[src/sv/assert_macros.svh]
// assertion macros shared by the rtl
`ifndef ASSERT_MACROS_SVH
`define ASSERT_MACROS_SVH
// property a implies b in the same cycle
`define ASSERT_IMP(label, clk, rst, a, b) \
   label: assert property (@(posedge clk) disable iff (rst) (a) |-> (b)) \
      else $error("assertion failed");
// property a implies b in the next cycle
`define ASSERT_NEXT(label, clk, rst, a, b) \
   label: assert property (@(posedge clk) disable iff (rst) (a) |=> (b)) \
      else $error("assertion failed");
`endif

[src/sv/ddo_pkg.sv]
// types and constants of the odometry block
package ddo_pkg;
   localparam logic signed [33:0] TWO_PI_Q28  = 34'sd1686629713;
   localparam logic signed [33:0] PI_Q28      = 34'sd843314857;
   localparam logic signed [33:0] HALF_PI_Q28 = 34'sd421657428;
   localparam logic signed [33:0] GAIN_Q30    = 34'sd652032875;
   localparam logic signed [47:0] POS_MAX = 48'sh7FFF_FFFF_FFFF;
   localparam logic signed [47:0] POS_MIN = 48'sh8000_0000_0000;
   localparam logic [0:0] CSR_DIST = 1'b0;
   localparam logic [0:0] CSR_INVB = 1'b1;
   // product selects
   localparam logic [1:0] MUL_X = 2'd0;
   localparam logic [1:0] MUL_Y = 2'd1;
   localparam logic [1:0] MUL_H = 2'd2;

   function automatic logic [27:0] atan_q28(input logic [4:0] k);
      logic [27:0] t;
      case (k)
         5'd0: t = 28'd210828714;
         5'd1: t = 28'd124459457;
         5'd2: t = 28'd65760959;
         5'd3: t = 28'd33381290;
         5'd4: t = 28'd16755422;
         5'd5: t = 28'd8385879;
         5'd6: t = 28'd4193963;
         5'd7: t = 28'd2097109;
         5'd8: t = 28'd1048571;
         5'd9: t = 28'd524287;
         5'd28: t = 28'd1;
         5'd29, 5'd30, 5'd31: t = 28'd0;
         default: t = 28'd1 << (5'd28 - k);
      endcase
      return t;
   endfunction

   typedef struct packed {
      logic start;
      logic mul_go;
      logic [1:0] mul_sel;
      logic cordic_step;
      logic commit;
   } cmd_type;

   typedef struct packed {
      logic mul_done;
      logic cordic_done;
      logic zero_move;
   } sts_type;
endpackage

[src/sv/ddo_ctrl.sv]
// odometry sequencer
module ddo_ctrl (
   input  logic clock,
   input  logic reset,
   input  logic req_fire,
   input  logic rsp_fire,
   input  ddo_pkg::sts_type sts,
   output ddo_pkg::cmd_type cmd,
   output logic idle,
   output logic rsp_valid
);
   typedef enum logic [6:0] {
      S_IDLE = 7'b0000001, S_SCALE = 7'b0000010, S_CORDIC = 7'b0000100,
      S_MULX = 7'b0001000, S_MULY = 7'b0010000, S_MULH = 7'b0100000,
      S_OUT = 7'b1000000
   } state_type;
   state_type st_ff, st_in;
   logic [1:0] sel_ff, sel_in;
   logic go_ff, go_in;

   always_comb begin
      st_in = st_ff; sel_in = sel_ff; go_in = 1'b0;
      cmd = '0;
      cmd.mul_sel = sel_ff;
      cmd.mul_go = go_ff;
      case (st_ff)
         S_IDLE: if (req_fire) begin cmd.start = 1'b1; st_in = S_SCALE; end
         S_SCALE: if (sts.zero_move) st_in = S_OUT;
                  else begin st_in = S_CORDIC; cmd.cordic_step = 1'b1; end
         S_CORDIC: begin
            if (sts.cordic_done) begin
               st_in = S_MULX; sel_in = ddo_pkg::MUL_X; go_in = 1'b1;
            end
            else cmd.cordic_step = 1'b1;
         end
         S_MULX: if (sts.mul_done) begin
            st_in = S_MULY; sel_in = ddo_pkg::MUL_Y; go_in = 1'b1;
         end
         S_MULY: if (sts.mul_done) begin
            st_in = S_MULH; sel_in = ddo_pkg::MUL_H; go_in = 1'b1;
         end
         S_MULH: if (sts.mul_done) begin st_in = S_OUT; cmd.commit = 1'b1; end
         S_OUT: if (rsp_fire) st_in = S_IDLE;
         default: st_in = S_IDLE;
      endcase
   end

   always_ff @(posedge clock) begin
      if (reset) begin
         st_ff <= S_IDLE; sel_ff <= ddo_pkg::MUL_X; go_ff <= 1'b0;
      end else begin
         st_ff <= st_in; sel_ff <= sel_in; go_ff <= go_in;
      end
   end

   assign idle = (st_ff == S_IDLE);
   assign rsp_valid = (st_ff == S_OUT);
endmodule

[config.mk]
export PLATFORM = sky130hd
export DESIGN_NAME = ddo_ctrl
export DESIGN_NICKNAME = d
export VERILOG_FILES = /design/src/sv/assert_macros.svh /design/src/sv/ddo_pkg.sv /design/src/sv/ddo_ctrl.sv
export SDC_FILE = /design/constraint.sdc
export NUM_CORES = 1
export LEC_CHECK = 0
export ABC_AREA = 1
export BUFFER_PORTS_ARGS = -buffer_cell sky130_fd_sc_hd__buf_2
export CAP_MARGIN = 0
export CORE_AREA = 2 2 39 41
export DETAILED_ROUTE_END_ITERATION = 8
export DIE_AREA = 0 0 41 43
export PLACE_DENSITY_LB_ADDON = 0.25
export REMOVE_ABC_BUFFERS = 1
export SETUP_SLACK_MARGIN = 0.2
export SYNTH_ARGS = -nofsm -noshare
export SYNTH_HDL_FRONTEND = slang
export SYNTH_SLANG_ARGS = --single-unit
[constraint.sdc]
create_clock -name clock -period 1.9 [get_ports clock]
set_input_delay 0.285 -clock clock [delete_from_list [all_inputs] [get_ports clock]]
set_output_delay 0.285 -clock clock [all_outputs]
set_load 0.02 [all_outputs]
---- Word level (Yosys, flattened, before mapping) ----
Cells that the tools add are included.
storage, ports and cells
  bits of input ports ..................... 7
  output and inout bits ................... 8
  register bits after elaboration ......... 10
  logic and storage cells ................. 41
cells by class
  reduce and logical (&&, ||, !) cells .... 4
  equality and inequality tests ........... 13
  mux-type cells .......................... 21
operator list
  cell                                                                   count
  7-bit 2-to-1 mux                                                       7
  7-bit case mux with 7 select lines                                     1
  2-bit inequality test, second input constant                           6
  7-bit by 1-bit equality test with 1-bit output, second input constant  1
  7-bit by 2-bit equality test with 1-bit output, second input constant  1
  7-bit by 3-bit equality test with 1-bit output, second input constant  1
  7-bit by 4-bit equality test with 1-bit output, second input constant  1
  7-bit by 5-bit equality test with 1-bit output, second input constant  1
  7-bit by 6-bit equality test with 1-bit output, second input constant  1
  7-bit equality test, second input constant                             1
  1-bit 2-to-1 mux                                                       7
  2-bit 2-to-1 mux                                                       3
  2-bit case mux with 3 select lines                                     1
  6-bit AND reduction                                                    1
  1-bit case mux with 2 select lines                                     2
  4-bit AND reduction                                                    1
  3-bit nonzero test                                                     1
  2-bit OR reduction                                                     1

---- Logic depth before layout (Yosys ltp) ----
Gate-level depths: netlist of run 1.
  word-level depth ........................ 3
  gate-level depth with buffers ........... 9
  depth with buffers taken out ............ 9

---- Least setup slack after synthesis of run 1 ----
Ideal clock, no wire load.
  path type ............................... reg2out
  start point ............................. reg st_ff[6]
  end point ............................... out cmd[5] (netlist bit)
  arrival ................................. 1000 ps
  required time ........................... 1615 ps
  cell stages (with the launch flop) ...... 6
  slack ................................... 615 ps
  buffers on the path ..................... 0
  cell sequence ........................... dfxtp_1 -> inv_2 -> nand2_2 -> nor2_4 -> nand2_1 -> nor2_1
RTL lines
  element                   line            RTL
  start: declaration        ddo_ctrl.sv:17  state_type st_ff, st_in;
  start signal: assignment  ddo_ctrl.sv:52  st_ff <= st_in; sel_ff <= sel_in; go_ff <= go_in;
  end: declaration          ddo_ctrl.sv:8   output ddo_pkg::cmd_type cmd,

==> results of run 1 <==
[per-stage QoR]
stage                     worst slack (ps)  cell area, um^2
after floorplan                      614.9            605.6
after global placement               562.3            695.7
after detailed placement             558.4            695.7
after CTS                            263.4            732.0
after global routing                 150.6            755.7
final                                271.8            755.7
[metal layers]
layer | wire length (um) | share of wire (%) | up-vias | GRT usage, %
met5 | 0 | 0 | - | 0
met4 | 27 | 1.7 | 0 | 6.000
met3 | 101 | 6.5 | 6 | 4.712
met2 | 757 | 49 | 32 | 28.44
met1 | 667 | 43 | 296 | 24.44
li1 | - | - | 360 | -
[repair_timing]
action | CTS | global route
buffers inserted | 0 | 2
endpoints found under the hold margin | 0 | 0
gates resized for setup | 0 | 1
hold buffers | 0 | 0
endpoints found under the setup margin | 0 | 3
[cells by family (layout without fill, tap and decap cells)]
group	after synthesis	after routing	synth area share (%)
simple gates	68	69	52.65
buf+inv	15	34	9.796
flops	10	10	32.65
compound gates	6	6	4.897
[flip-flops by register name, indices dropped and copies added (netlist names)]
name    flops
sel_ff      2
go_ff       1
st_ff       7
[worst max path at each step]
| stage | slack (ps) | from | endpoint | cells after the start |
|---|---|---|---|---|
| 2_1_floorplan | 610 | st_ff[6] | cmd[5] | 5 |
| 3_3_place_gp | 560 | st_ff[6] | cmd[5] | 6 |
| 3_5_place_dp | 560 | st_ff[6] | cmd[5] | 6 |
| 4_1_cts | 260 | st_ff[6] | cmd[5] | 6 |
| 5_1_grt | 150 | st_ff[5] | cmd[0] | 5 |
| 6_report | 270 | st_ff[5] | cmd[0] | 5 |
[area by class of cell]
cell class	instances	area, um^2
flip-flops and latches	10	200.2
inverters	14	52.55
clock buffers	4	36.28
well taps	16	20.02
repair buffers	16	85.08
fillers	149	628.1
multi-input cells	75	361.6
[where the power goes]
part / switching, mW / total (mW) / leakage, nW / internal [mW]
combinational: 0.357 / 0.556 / 0.323 / 0.198
clock: 0.0788 / 0.195 / 0.0210 / 0.116
sequential: 0.0388 / 0.289 / 0.0814 / 0.250
[cells in the final DEF, fill, tap and decap left out]
master and count:
a21oi_1 5, and2_1 1, buf_2 14, buf_4 2, clkbuf_4 3, clkbuf_8 1
dfxtp_1 10, inv_1 12, inv_2 2, nand2_1 22, nand2_2 4, nand3_1 18
nand3_2 1, nand3b_1 2, nor2_1 15, nor2_2 3, nor2_4 2, nor3_1 1
o21ai_0 1
==> out/summary.txt, run 1 <==
Clock Latency Late Sink = 260 ps
dpl hpwl = 1.102 mm
Worst Setup End Kind = output port
first-pass GRT wire length = 2.235 mm
vias in the first global route = 554
die width = 41 um
Bufs on Longest Clock Path = 2
Synth Flop Type = dfxtp_1
Post-Syn Area per Cell = 6.193 um^2
startpoint types = flip-flop
register area share after synthesis = 32.65%
CTS Sinks = 10
Post-Route WL = 1.553 mm
Core Util, Final = 54.61%
synth cell count leaders = 22 x nand2_1, 18 x nand3_1, 16 x nor2_1
TritonRoute pass-1 iters = 6
CP Class = reg -> out
min-delay src = reset
CP Data Arrival Time = 1340 ps
max-slew violations = 0
RSZ-0062 raised after global routing = true
final non-filler cell total = 135
final setup TNS = 0 ps
Hold EP = sel_ff[0]
hold_ws = 262.2 ps
fin crit period = 1628 ps
Worst R2R End = sel_ff[1]
Core Area = 1384 um^2
total of max-cap violations = 0
pin count of the biggest net entering global routing = 11
GRT overflow = 0
Netlist Area Pre-Place = 613.1 um^2
DRT antenna net count = 0
wire length per cell = 11.50 um
root buf cell = clkbuf_4
initial antenna violation count = 0
Netlist cell types = 16
worst vdd ir = 0.0006834 V
Synth area leaders = dfxtp_1 33%, nand3_1 15%, nand2_1 13%
Placed Cells incl. Taps = 128
I/O Pins = 15
Ant. Diodes = 0
reg2reg path depth = 10
Max Clk Rate = 0.6142 GHz
share of post-route cells with drive strength above 1 = 26.89%
CP Cell Sequence = nand2_1 -> nor2_1 -> nand2_1 -> nor2_1 -> buf_2
# DRC = 2
LEAKAGE = 0.4253 nW
Vias = 694
GPL Wtd Cong = 0.9246
Cell Pwr Density = 1376 nW/um^2
# rows = 14
Synth-to-Final Area Change = 23.27%
synth warn = 0
GRT Util Overall = 18.57%
Hold Path Depth = 2
worst slew pin tran = 298.6 ps
worst-path fanout max = 6
Layout Nets = 127
Synth Instances = 99
final hold violations = 0
Critical-path top delay cell = dfxtp_1
Fin Clk Skew = 2.576 ps
Die ar. = 1763 um^2
Total Power = 1.040 mW
Synth Register Bits = 10
FF-to-FF Start = st_ff[4]
IO Port Bufs = 14
Crit path buffers/inverters = 1
number of synthesized flops with an enable pin = 0
reg2reg setup slack = 510 ps
slew margin rel. = 80.07%
top-count cell post-synth = nand2_1
max incr delay on CP = 490 ps
DR iter-0 viols = 50
Yosys top cell area share = 32.65%
Initial Util = 44.30%
CTS clock-pin slew for the worst setup and hold paths = 70 ps
status = finished, violations left
violated checks = design-rule violations
Die Height = 43 um
Final setup viols = 0
Hold Path Class = in -> reg
Num CTS Buffers = 3
H-tree depth = 1
crit-path leading delay family = flip-flops
worst endpoint required time = 1620 ps
share of synthesized registers carrying an async set or reset = 0%
area leader, netlist = dfxtp_1
Vias/cell = 5.141
TritonCTS clock tree = built
Tcrit/Tclk final = 85.69%
Note: power is estimated with default switching activity, not from simulation.
==> run 2, diff against run 1 <==
--- a/config.mk
+++ b/config.mk
@@ -11,7 +11,7 @@
 export CORE_AREA = 2 2 39 41
 export DETAILED_ROUTE_END_ITERATION = 8
 export DIE_AREA = 0 0 41 43
-export PLACE_DENSITY_LB_ADDON = 0.25
+export PLACE_DENSITY = 0.7
 export REMOVE_ABC_BUFFERS = 1
 export SETUP_SLACK_MARGIN = 0.2
 export SYNTH_ARGS = -nofsm -noshare
==> out/summary.txt, run 2 (synthesis results as in run 1) <==
Tcrit/Tclk final = 86.60% (+0.90 points)
Top Registers = st_ff: 7 flops, sel_ff: 2 flops, go_ff: 1 flops
Logic pwr share = 54.2% (+0.8 points)
number of flip-flops in the largest register = 7 (unchanged)
H-tree depth = 1 (unchanged)
CP Cell Sequence = inv_2 -> nand2_2 -> nor2_4 -> nand3b_1 -> nand2_1 -> buf_4
Cell Pwr Density = 1398 nW/um^2 (+1.6%)
IO Port Bufs = 14 (unchanged)
GPL Wtd Cong = 0.8346 (-9.7%)
max layer used = met4
GRT overflow = 0 (unchanged)
fin crit period = 1645 ps (+17.17 ps)
slew margin rel. = 82.77% (+2.7 points)
DRT antenna net count = 0 (unchanged)
commonest non-fill, non-tap cell in the layout = nand2_1
register area = 201.4 um^2 (+0.62%)
Final setup viols = 0 (unchanged)
LEAKAGE = 0.4303 nW (+1.2%)
initial antenna violation count = 0 (unchanged)
WL met1 = 704 um (+5.5%)
Num CTS Buffers = 3 (unchanged)
worst vdd ir = 0.0006792 V (-0.61%)
crit path from = st_ff[6]
status = finished clean
Fill cells = 156 (+4.7%)
# hold bufs at CTS = 0 (unchanged)
root buf cell = clkbuf_4
min-delay src = reset
clock share of power = 18.5% (-0.3 points)
CP Data Arrival Time = 1360 ps (+20 ps)
worst slew pin tran = 257.5 ps (-41.04 ps)
vias in the first global route = 534 (-3.6%)
sw frac = 45.50% (-0.18 points)
max-slew violations = 0 (unchanged)
final hold violations = 0 (unchanged)
share of post-route cells with drive strength above 1 = 28.33% (+1.4 points)
Hold EP = sel_ff[1]
Ant. Diodes = 0 (unchanged)
Hold Path Class = in -> reg
Vias = 696 (+0.29%)
Clock Latency Late Sink = 270 ps (about the same)
Core Area = 1384 um^2 (unchanged)
Critical-path top delay cell = dfxtp_1
die width = 41 um (unchanged)
reg2reg setup slack = 440 ps (-70 ps)
# rows = 14 (unchanged)
Post-Route WL = 1.554 mm (about the same)
met2 routed WL = 748 um (-1.2%)
largest register by flop count = st_ff
RSZ-0062 raised after global routing = true
routed wl met3 = 76 um (-25%)
Core Util, Final = 55.43% (+0.81 points)
cell area after layout = 767.0 um^2 (+1.5%)
CTS clock-pin slew for the worst setup and hold paths = 70 ps (about the same)
max incr delay on CP = 350 ps (-140 ps)
total of max-cap violations = 0 (unchanged)
area taken by multi-input logic gates = 361.6 um^2 (unchanged)
Layout Nets = 128 (+0.79%)
pin count of the biggest net entering global routing = 11 (unchanged)
reg2reg path depth = 10 (unchanged)
GRT Util Overall = 18.81% (+0.24 points)
total internal power = 0.5844 mW (+3.5%)
sw power = 0.4879 mW (+2.7%)
Max Clk Rate = 0.6078 GHz (-1.0%)
CP Class = reg -> out
Fin Clk Skew = 1.761 ps (-0.8152 ps)
Synth-to-Final Area Change = 25.10%
most frequent cells in the layout = 22 x nand2_1, 18 x nand3_1, 15 x nor2_1
Bufs on Longest Clock Path = 2 (unchanged)
worst endpoint required time = 1620 ps (about the same)
Vias/cell = 5.118 (-0.45%)
Die ar. = 1763 um^2 (unchanged)
TritonCTS clock tree = built
first-pass GRT wire length = 2.242 mm (+0.31%)
Worst Setup End Kind = output port
Hold Path Depth = 2 (unchanged)
# DRC = 0 (-2)
Seq pwr share = 27.3% (-0.5 points)
Placed Cells incl. Taps = 128 (unchanged)
FF-to-FF Start = st_ff[2]
worst-path fanout max = 5 (-1)
final setup TNS = 0 ps (unchanged)
Area after DPL = 695.7 um^2 (unchanged)
Initial Util = 44.30% (unchanged)
TritonRoute pass-1 iters = 4 (-2)
I/O Pins = 15 (unchanged)
CTS Sinks = 10 (unchanged)
wire length per cell = 11.43 um (-0.67%)
startpoint types = flip-flop
DR iter-0 viols = 23 (-54%)
Die Height = 43 um (unchanged)
dpl hpwl = 1.076 mm (-2.4%)
Worst R2R End = st_ff[2]
final non-filler cell total = 136 (+0.74%)
run 2: cell count changes in the layout (fill, tap and decap cells not counted):
cell | previous run | this run
buf_2 | 14 | 13
dfxtp_1 | 10 | 9
buf_4 | 2 | 4
dfxtp_2 | 0 | 1
run 2: repair_timing:
action | CTS | global route
setup buffers | 0 | 3
gates resized for setup | 0 | 3
endpoints found under the setup margin | 0 | 4
run 2: cell type report:
| type | count | share of cell area [%] |
|---|---|---|
| Multi-Input combinational cell | 75 | 47.15 |
| Clock buffer | 4 | 4.731 |
| Timing Repair Buffer | 17 | 12.40 |
| Sequential cell | 10 | 26.26 |
| Tap cell | 16 | 2.610 |
| Inverter | 14 | 6.852 |
run 2: power groups by stage:
stage          logic (mW)  registers [mW]  clock network [mW]
4_1_cts             0.495           0.289               0.200
3_5_place_dp        0.496           0.294                   0
3_3_place_gp        0.495           0.290                   0
6_report            0.581           0.293               0.198
5_1_grt             0.653           0.301               0.211
2_1_floorplan       0.390           0.284                   0
run 2: critical path: cells and delay by family (launching register included):
| kind | cells | cell delay, ps |
|---|---|---|
| AND/OR/NAND/NOR | 4 | 520 |
| flip-flops | 1 | 350 |
| buffers and inverters | 2 | 220 |
run 2: worst max-delay path by stage:
stage	endpoint	slack [ps]	depth (start not counted)
finish	cmd[1]	250	6
CTS	cmd[1]	210	6
floorplan	cmd[5]	610	5
global placement	cmd[1]	530	6
global route	cmd[1]	190	6
detailed placement	cmd[1]	510	6
run 2: metal layers:
metal | vias to the layer above | track usage, %
met1 | 313 | 27.51
met2 | 23 | 24.38
met4 | 0 | 12.00
met5 | - | 0
li1 | 356 | -
met3 | 4 | 3.141
run 2: through the flow:
stage                     setup WS [ps]  total power, mW  hold WS [ps]
after floorplan                   614.9           0.6738         354.1
after global placement            531.9           0.7854         466.8
after detailed placement          507.6           0.7898         470.4
after CTS                         205.0           0.9847         244.3
after global routing              188.7            1.164         246.4
final                             254.7            1.072         242.8
